**src/hw/rtl/mrs_pkg.sv**
```systemverilog
// Shared types and codes for the move-to-front rotation selector.
package mrs_pkg;

	// Action codes.
	localparam logic [1:0] ACT_CLEAR  = 2'd0;
	localparam logic [1:0] ACT_APPEND = 2'd1;
	localparam logic [1:0] ACT_USE    = 2'd2;
	localparam logic [1:0] ACT_QUERY  = 2'd3;

	// Status codes.
	localparam logic [1:0] STAT_OK        = 2'd0;
	localparam logic [1:0] STAT_NOT_FOUND = 2'd1;
	localparam logic [1:0] STAT_FULL      = 2'd2;

	typedef struct packed {
		logic [1:0]         action;
		logic [7:0]         group_id;
		logic signed [15:0] subtype_id;
		logic               aware;
		logic               same_group_only;
	} req_t;

	typedef struct packed {
		logic               found;
		logic [7:0]         next_group;
		logic signed [15:0] next_subtype;
		logic [3:0]         next_slot;
		logic [1:0]         status;
	} rsp_t;

	// Entry data that travels with a ring cell.
	typedef struct packed {
		logic [7:0]         group;
		logic signed [15:0] subtype;
		logic               aware;
	} ent_t;

	// Controls shared by every ring cell.
	typedef struct packed {
		logic shift;
		logic init;
	} cell_ctl_t;

endpackage

```
**src/hw/rtl/mrs_cell.sv**
```systemverilog
// One ring cell: a usage-order position holding a table slot and its entry.
module mrs_cell import mrs_pkg::*; #(
	parameter int            SW  = 4,
	parameter logic [SW-1:0] IDX = '0
) (
	input  logic          clk,
	input  logic          arst_n,
	input  cell_ctl_t     ctl,
	input  logic          wr_en,
	input  ent_t          wr_ent,
	input  logic [SW-1:0] nbr_slot,
	input  ent_t          nbr_ent,
	output logic [SW-1:0] slot,
	output ent_t          ent
);

	logic [SW-1:0] slot_q;
	ent_t          ent_q;

	// Slot index resets to identity.
	always_ff @(posedge clk or negedge arst_n) begin
		if (!arst_n) begin
			slot_q <= IDX;
		end else if (ctl.init) begin
			slot_q <= IDX;
		end else if (ctl.shift) begin
			slot_q <= nbr_slot;
		end
	end

	always_ff @(posedge clk) begin
		if (ctl.shift) begin
			ent_q <= nbr_ent;
		end else if (wr_en) begin
			ent_q <= wr_ent;
		end
	end

	assign slot = slot_q;
	assign ent  = ent_q;

endmodule

```
**src/hw/rtl/mru_rotation_next_selector.sv**
```systemverilog
// Top level: move-to-front rotation selector built on a rotating ring of cells.
//
//  channel | direction | handshake            | beat
//  --------+-----------+----------------------+---------------------------------
//  req     | in        | req_valid/req_stall  | action, group, subtype, flags
//  rsp     | out       | rsp_valid/rsp_stall  | found, next group/subtype/slot, status
//
// Steps: clear, append and an unaware use event go from idle straight to finish.
// An aware use event or a next query makes one full ring rotation to locate
// the current entry, a second rotation to scan candidates (query) or to shift
// the entry to the front (use), then the finish step.
// When the current entry is missing the second rotation is skipped.
// Reset: async, active low; table empty, usage order identity.
// Stalls: rsp is registered, so a new req beat is taken while a result waits;
// only a finished item that finds rsp still occupied waits in the finish state.
module mru_rotation_next_selector import mrs_pkg::*; #(
	parameter int ENTRIES = 16
) (
	input  logic clk,
	input  logic arst_n,
	input  logic req_valid,
	output logic req_stall,
	input  req_t req,
	output logic rsp_valid,
	input  logic rsp_stall,
	output rsp_t rsp
);

	localparam int SW  = $clog2(ENTRIES);
	localparam int CW  = $clog2(ENTRIES + 1);
	localparam int SXW = (SW > 4) ? SW : 4;

	typedef enum logic [2:0] {
		S_IDLE,
		S_LOCATE,
		S_NEXT,
		S_MOVE,
		S_FINISH
	} state_t;

	state_t        state_q;
	req_t          req_q;
	logic [CW-1:0] count_q;
	logic [SW-1:0] k_q;       // ring position currently at the head
	logic          hit_q;
	logic [SW-1:0] pos_q;     // walk key of the current entry
	logic [SW-1:0] carry_slot_q;
	ent_t          carry_ent_q;
	logic          best_q;
	logic [SW-1:0] bdist_q;
	logic [SW-1:0] bslot_q;
	ent_t          bent_q;
	logic [1:0]    status_q;
	logic          rsp_valid_q;
	rsp_t          rsp_q;

	// Ring wiring: cell 0 is the head; cell ENTRIES-1 takes the pushed value.
	logic [SW-1:0]      slot_w [ENTRIES];
	ent_t               ent_w  [ENTRIES];
	logic [ENTRIES-1:0] wr_en_w;
	logic [SW-1:0]      push_slot;
	ent_t               push_ent;
	cell_ctl_t          ctl;
	ent_t               wr_ent;

	logic          accept;
	logic          app_ok;
	logic          last;
	logic          in_list;
	logic [SW-1:0] key;
	logic          loc_match;
	logic          loc_take;
	logic          cand;
	logic [CW:0]   dsum;
	logic [SW-1:0] gap;
	logic          nxt_take;
	logic [SXW-1:0] slot_x;

	assign req_stall = (state_q != S_IDLE);
	assign accept    = req_valid && (state_q == S_IDLE);
	assign app_ok    = accept && (req.action == ACT_APPEND) && (count_q < CW'(ENTRIES));
	assign last      = (k_q == SW'(ENTRIES - 1));

	assign ctl.shift = (state_q == S_LOCATE) || (state_q == S_NEXT) || (state_q == S_MOVE);
	assign ctl.init  = accept && (req.action == ACT_CLEAR);
	assign wr_ent    = '{group: req.group_id, subtype: req.subtype_id, aware: req.aware};

	// Head cell evaluation. Aware walk is keyed by usage position, unaware by slot.
	assign in_list   = (CW'(k_q) < count_q);
	assign key       = req_q.aware ? k_q : slot_w[0];
	assign loc_match = in_list && (ent_w[0].group == req_q.group_id) &&
		(ent_w[0].subtype == req_q.subtype_id) && (ent_w[0].aware == req_q.aware);
	assign loc_take  = loc_match && (!hit_q || (key < pos_q));

	assign cand = in_list && (ent_w[0].aware == req_q.aware) &&
		(!req_q.same_group_only || (ent_w[0].group == req_q.group_id)) && (key != pos_q);

	// Cyclic distance from the current entry, modulo the fill count.
	always_comb begin
		if (key > pos_q) begin
			dsum = (CW + 1)'(key) - (CW + 1)'(pos_q);
		end else begin
			dsum = (CW + 1)'(key) + {1'b0, count_q} - (CW + 1)'(pos_q);
		end
	end
	assign gap      = dsum[SW-1:0];
	assign nxt_take = cand && (!best_q || (gap < bdist_q));

	// Pushed value: unchanged head, except during the front shift.
	always_comb begin
		push_slot = slot_w[0];
		push_ent  = ent_w[0];
		if ((state_q == S_MOVE) && (k_q <= pos_q)) begin
			push_slot = carry_slot_q;
			push_ent  = carry_ent_q;
		end
	end

	for (genvar i = 0; i < ENTRIES; i++) begin : g_cell
		assign wr_en_w[i] = app_ok && (count_q == CW'(i));
		if (i == ENTRIES - 1) begin : g_tail
			mrs_cell #(.SW(SW), .IDX(SW'(i))) u_cell (
				.clk      (clk),
				.arst_n   (arst_n),
				.ctl      (ctl),
				.wr_en    (wr_en_w[i]),
				.wr_ent   (wr_ent),
				.nbr_slot (push_slot),
				.nbr_ent  (push_ent),
				.slot     (slot_w[i]),
				.ent      (ent_w[i])
			);
		end else begin : g_body
			mrs_cell #(.SW(SW), .IDX(SW'(i))) u_cell (
				.clk      (clk),
				.arst_n   (arst_n),
				.ctl      (ctl),
				.wr_en    (wr_en_w[i]),
				.wr_ent   (wr_ent),
				.nbr_slot (slot_w[i+1]),
				.nbr_ent  (ent_w[i+1]),
				.slot     (slot_w[i]),
				.ent      (ent_w[i])
			);
		end
	end

	assign slot_x = SXW'(bslot_q);

	always_ff @(posedge clk or negedge arst_n) begin
		if (!arst_n) begin
			state_q      <= S_IDLE;
			req_q        <= '0;
			count_q      <= '0;
			k_q          <= '0;
			hit_q        <= 1'b0;
			pos_q        <= '0;
			carry_slot_q <= '0;
			carry_ent_q  <= '0;
			best_q       <= 1'b0;
			bdist_q      <= '0;
			bslot_q      <= '0;
			bent_q       <= '0;
			status_q     <= STAT_OK;
			rsp_valid_q  <= 1'b0;
			rsp_q        <= '0;
		end else begin
			// finish cycle owns rsp_valid_q while it is active
			if (rsp_valid_q && !rsp_stall && (state_q != S_FINISH)) begin
				rsp_valid_q <= 1'b0;
			end
			case (state_q)
				S_IDLE: begin
					if (req_valid) begin
						req_q    <= req;
						k_q      <= '0;
						hit_q    <= 1'b0;
						best_q   <= 1'b0;
						case (req.action)
							ACT_CLEAR: begin
								count_q  <= '0;
								status_q <= STAT_OK;
								state_q  <= S_FINISH;
							end
							ACT_APPEND: begin
								if (count_q < CW'(ENTRIES)) begin
									count_q  <= count_q + 1'b1;
									status_q <= STAT_OK;
								end else begin
									status_q <= STAT_FULL;
								end
								state_q <= S_FINISH;
							end
							ACT_USE: begin
								// Unaware use events are ignored.
								status_q <= STAT_OK;
								state_q  <= req.aware ? S_LOCATE : S_FINISH;
							end
							default: begin
								status_q <= STAT_OK;
								state_q  <= S_LOCATE;
							end
						endcase
					end
				end
				S_LOCATE: begin
					k_q <= last ? '0 : k_q + 1'b1;
					if (loc_take) begin
						hit_q        <= 1'b1;
						pos_q        <= key;
						carry_slot_q <= slot_w[0];
						carry_ent_q  <= ent_w[0];
					end
					if (last) begin
						if (!(hit_q || loc_take)) begin
							status_q <= STAT_NOT_FOUND;
							state_q  <= S_FINISH;
						end else if (req_q.action == ACT_USE) begin
							state_q <= S_MOVE;
						end else begin
							state_q <= S_NEXT;
						end
					end
				end
				S_NEXT: begin
					k_q <= last ? '0 : k_q + 1'b1;
					if (nxt_take) begin
						best_q  <= 1'b1;
						bdist_q <= gap;
						bslot_q <= slot_w[0];
						bent_q  <= ent_w[0];
					end
					if (last) begin
						state_q <= S_FINISH;
					end
				end
				S_MOVE: begin
					// Carry bubbles positions up to the moved one down by one.
					k_q <= last ? '0 : k_q + 1'b1;
					if (k_q <= pos_q) begin
						carry_slot_q <= slot_w[0];
						carry_ent_q  <= ent_w[0];
					end
					if (last) begin
						state_q <= S_FINISH;
					end
				end
				S_FINISH: begin
					if (!rsp_valid_q || !rsp_stall) begin
						rsp_valid_q        <= 1'b1;
						rsp_q.found        <= best_q;
						rsp_q.next_group   <= best_q ? bent_q.group : 8'd0;
						rsp_q.next_subtype <= best_q ? bent_q.subtype : 16'sd0;
						rsp_q.next_slot    <= best_q ? slot_x[3:0] : 4'd0;
						rsp_q.status       <= status_q;
						state_q            <= S_IDLE;
					end
				end
				default: begin
					state_q <= S_IDLE;
				end
			endcase
		end
	end

	assign rsp_valid = rsp_valid_q;
	assign rsp       = rsp_q;

	// Fill count never passes the table depth.
	a_count_bound: assert property (@(posedge clk) disable iff (!arst_n)
		count_q <= CW'(ENTRIES))
		else $error("entry count above table depth");

	// Every pass ends with the ring back in alignment.
	a_ring_aligned: assert property (@(posedge clk) disable iff (!arst_n)
		(state_q == S_IDLE || state_q == S_FINISH) |-> (k_q == '0))
		else $error("ring left misaligned after a pass");

	// An append with room grows the table by one.
	a_append_grows: assert property (@(posedge clk) disable iff (!arst_n)
		(accept && req.action == ACT_APPEND && count_q < CW'(ENTRIES))
		|=> (count_q == $past(count_q) + 1'b1))
		else $error("append did not grow table");

	// A selected entry always comes with an ok status.
	a_found_ok: assert property (@(posedge clk) disable iff (!arst_n)
		(rsp_valid && rsp.found) |-> (rsp.status == STAT_OK))
		else $error("found result with error status");

endmodule
```
**config.mk**
```make
export PLATFORM = sky130hd
export DESIGN_NAME = mru_rotation_next_selector
export DESIGN_NICKNAME = d
export VERILOG_FILES = /design/src/hw/rtl/mrs_pkg.sv /design/src/hw/rtl/mrs_cell.sv /design/src/hw/rtl/mru_rotation_next_selector.sv
export SDC_FILE = /design/constraint.sdc
export NUM_CORES = 1
export LEC_CHECK = 0
export BUFFER_PORTS_ARGS = -buffer_cell sky130_fd_sc_hd__buf_2
export CELL_PAD_IN_SITES_DETAIL_PLACEMENT = 1
export CELL_PAD_IN_SITES_GLOBAL_PLACEMENT = 2
export CORE_ASPECT_RATIO = 2
export CORE_MARGIN = 2
export CORE_UTILIZATION = 48
export CTS_BUF_LIST = sky130_fd_sc_hd__clkbuf_4
export DETAILED_ROUTE_END_ITERATION = 7
export PLACE_DENSITY_LB_ADDON = 0.2
export SLEW_MARGIN = 20
export SYNTH_ARGS = -nofsm -noshare
export SYNTH_HDL_FRONTEND = slang
export SYNTH_SLANG_ARGS = --single-unit
```
**constraint.sdc**
```tcl
create_clock -name clk -period 9.5 [get_ports clk]
set_input_delay 0.95 -clock clk [delete_from_list [all_inputs] [get_ports clk]]
set_output_delay 0.95 -clock clk [all_outputs]
set_load 0.03 [all_outputs]
```
==> metrics.md <==
| Metric | Value |
|---|---|
| Die W | 164.8 um |
| Setup bufs post-CTS | 0 |
| Main flop type after synthesis | edfxtp_1 |
| Max-cap violations | 0 |
| EDFF count, synth | 400 |
| Setup ws final | 4502 ps |
| Min Tclk post-route | 4998 ps |
| FMAX | 200.1 MHz |
| H-Tree Depth | 4 |
| Yosys cell types | 50 |
| Crit path cell chain | mux2_2 > inv_1 > fa_1 > inv_1 > ha_1 > a21o_1 > a21oi_1 > xnor2_1 > o21ai_0 > ha_1 > a21o_1 > a2111oi_0 > nand2_1 > a2111oi_4 > buf_4 > mux2_2 |
| Die span in y | 325.6 um |
| Setup_tns | 0 ps |
| Die area | 53,670 um2 |
| Row cnt | 117 |
| Routing usage on met2 | 42.25% |
| CTS root buf | clkbuf_4 |
| Top delay family on crit path | compound AO/OA/AOI/OAI gates |
| RSZ-0062 raised after global routing | false |
| Commonest cells post-synth | 1,069 x nand2_1, 400 x edfxtp_1, 173 x dfrtp_1 |
| Synth-to-Final Area Change | 11.65% |
| Post-DP HPWL | 39,340 um |
| Clk sinks | 605 |
| Ys async rst share | 33.88% |
| Hold slack | 109.3 ps |
| Post-synthesis cell area | 24,830 um2 |
| Least-Margin Pin Slew | 1023 ps |
| Wire per inst | 19.77 um |
| Busiest grt layer | met2 |
| Avg Cell Area, Syn | 11.21 um2 |
| First-pass GRT wire length | 97,570 um |
| Post-synth top area share | 48.38% |
| Nets@finish | 2,373 |
| Port buffer count | 64 |
| Clock Tree Buf Depth | 3 |
| Seq/Total Area, Yosys | 69.20% |
| Sw power | 3.580 mW |
| Clock share of power | 21.8% |
| Largest area contributor in the netlist | edfxtp_1 |
| Sw frac | 35.76% |
| Syn Inst Count | 2,214 |
| Crit Path Max Fanout | 31 |
| CP required | 10,210 ps |
| Setup violations, final | 0 |
| Final Cycle Share | 52.62% |
| IO Count | 65 |
| Total overflow reported by the global router | 0 |
| Total GRT Usage | 23.68% |
| Synthesized flop and latch total | 605 |
| Place WS | 4554 ps |
| Syn. warnings | 0 |
| Synth area leaders | edfxtp_1 48%, dfrtp_1 17%, nand2_1 16% |
| CTS tree | built |
| Leak pwr | 12.47 nW |
| Power Dens Cells | 361.1 nW/um2 |
| Number of global-route vias before repair | 17.83k |
| Cell area after placement | 25,800 um2 |
| DR vias/cell | 5.269 |
| Fraction of layout cells with a size suffix above 1 | 18.32% |
| Number of routed nets with antenna violations | 0 |
| Final Max Slew Viols | 0 |
| Clock-pin slew on the worst setup and hold paths | 80 ps |
| Met1 usage | 27.72% |
| Final clock skew | 56.61 ps |
| Final Hold Viols | 0 |
| Total core area | 50,940 um2 |
| Largest net degree at the start of global routing | 251 |
| Slowest stage delay, CP | 520 ps |
| WP data arrival | 5710 ps |
| Outcome | completed |
| Critical-path top delay cell | dfrtp_1 |
| Int Power | 6.430 mW |
| Startpoint Class | register |
| WS Path Type | register to register |
| GRT met3 Usage | 3.985% |
| Comb pwr share | 28.8% |
| Count leader, synth | nand2_1 |
| Clk_lat worst skew | 870 ps |
| Post-route design area | 27,720 um2 |
| Hold_buf cts | 0 |
| CP Capture Type | register |
| Gp weighted congestion | 0.8197 |
| Routed Wire Length | 60,900 um |
| Antenna violations before repair | 1 |
| Total power | 10.01 mW |
| Post-Syn Nets | 2,273 |
| Tightest Hold Check Type | primary input to asynchronous set/reset pin |
| Relative slew margins | 31.57% |
| Drt drc | 0 |
| Drt pass-1 iters | 5 |
| Initial core utilization | 48.74% |
| Maximum vdd ir drop | 265.1 uV |
| Critical path buffer and inverter count | 3 |
| DR vias | 16.23k |
| CTS Buf Count | 139 |
| Flop pwr share | 49.4% |
| First DRT Iteration DRCs | 815 |
| CTS resizes | 0 |
==> through the flow <==
step	cells	util, %
2_1_floorplan	2214	-
3_3_place_gp	2825	50.63
3_5_place_dp	2825	50.64
4_1_cts	3076	54.29
5_1_grt	3079	54.41
6_report	3080	54.42
==> routing by layer <==
| metal | vias to the layer above | wire (um) |
|---|---|---|
| met5 | - | 0 |
| li1 | 7653 | - |
| met4 | 0 | 2326 |
| met2 | 285 | 32590 |
| met3 | 135 | 1792 |
| met1 | 8154 | 24200 |
==> worst paths after layout <==
kind,to,depth (start not counted),slack [ps],startpoint
max in group asynchronous,carry_ent_q[4],2,7940,arst_n
max,bent_q[17],16,4500,req_q[1]
min in group clk,req_q[0],3,280,req[0]
min,g_cell[4].g_body.u_cell.slot[3],1,110,arst_n
max reg2reg,bent_q[17],16,4500,req_q[1]
min reg2reg,g_cell[10].g_body.u_cell.slot[1],2,480,g_cell[11].g_body.u_cell.slot[1]
==> registers in the layout (all words and copies together) (netlist names), 5 cells and up <==
| register | flops |
|---|---|
| rsp | 31 |
| g_cell.g_tail.u_cell.ent | 25 |
| count_q | 5 |
| bent_q | 24 |
| carry_ent_q | 25 |
| req_q | 28 |
| g_cell.g_body.u_cell.slot | 60 |
| g_cell.g_body.u_cell.ent | 375 |
==> cell families (layout without fill, tap and decap cells) <==
kind of cell / Yosys count / count (layout) / share of synthesized area (%)
other cells: 0 / 2 / 0
fa+ha+maj: 27 / 27 / 1.482
compound gates: 153 / 153 / 3.442
mux: 99 / 99 / 4.485
xor+xnor: 32 / 32 / 1.129
flops: 605 / 605 / 69.20
simple gates: 1147 / 1147 / 17.88
buf+inv: 151 / 361 / 2.379
==> cell usage in the layout (no fill, tap or decap), types with 5 or more instances in the layout <==
cell         n
clkbuf_4   222
xnor2_1      5
buf_4       17
edfxtp_1   400
a21o_1       6
xor2_1      27
dfrtp_1    173
buf_2       63
nor4_1       6
inv_1       23
o21ai_4      8
clkinv_1    20
nor3_1       5
dfstp_2     32
mux2_4      10
mux2_2      58
nand3_1     30
nand4_1      6
o21ai_2      7
ha_1        23
o21ai_0     64
a21oi_1     44
mux2i_1     31
nand2_1   1069
o22ai_1      5
nor2_1       9
==> layout make-up <==
class                      instances  area, um2
antenna                            2      5.005
clock buffer                     222       1667
clock inverter                    29      193.9
fill                            5470      23220
inverter                          24      90.09
multi-input combinational       1458       7211
sequential                       605      17180
tap                              654      818.3
timing repair buffer              86      555.5
==> power by group through the flow <==
stage               combinational, mW  clock [mW]  sequential [mW]
floorplan                        1.98           0             4.81
global placement                 2.81           0             4.95
detailed placement               2.92           0             4.99
CTS                              2.95        2.25             4.96
global route                     3.29        2.37             5.07
finish                           2.89        2.18             4.95
(Power assumes the default switching activity.)
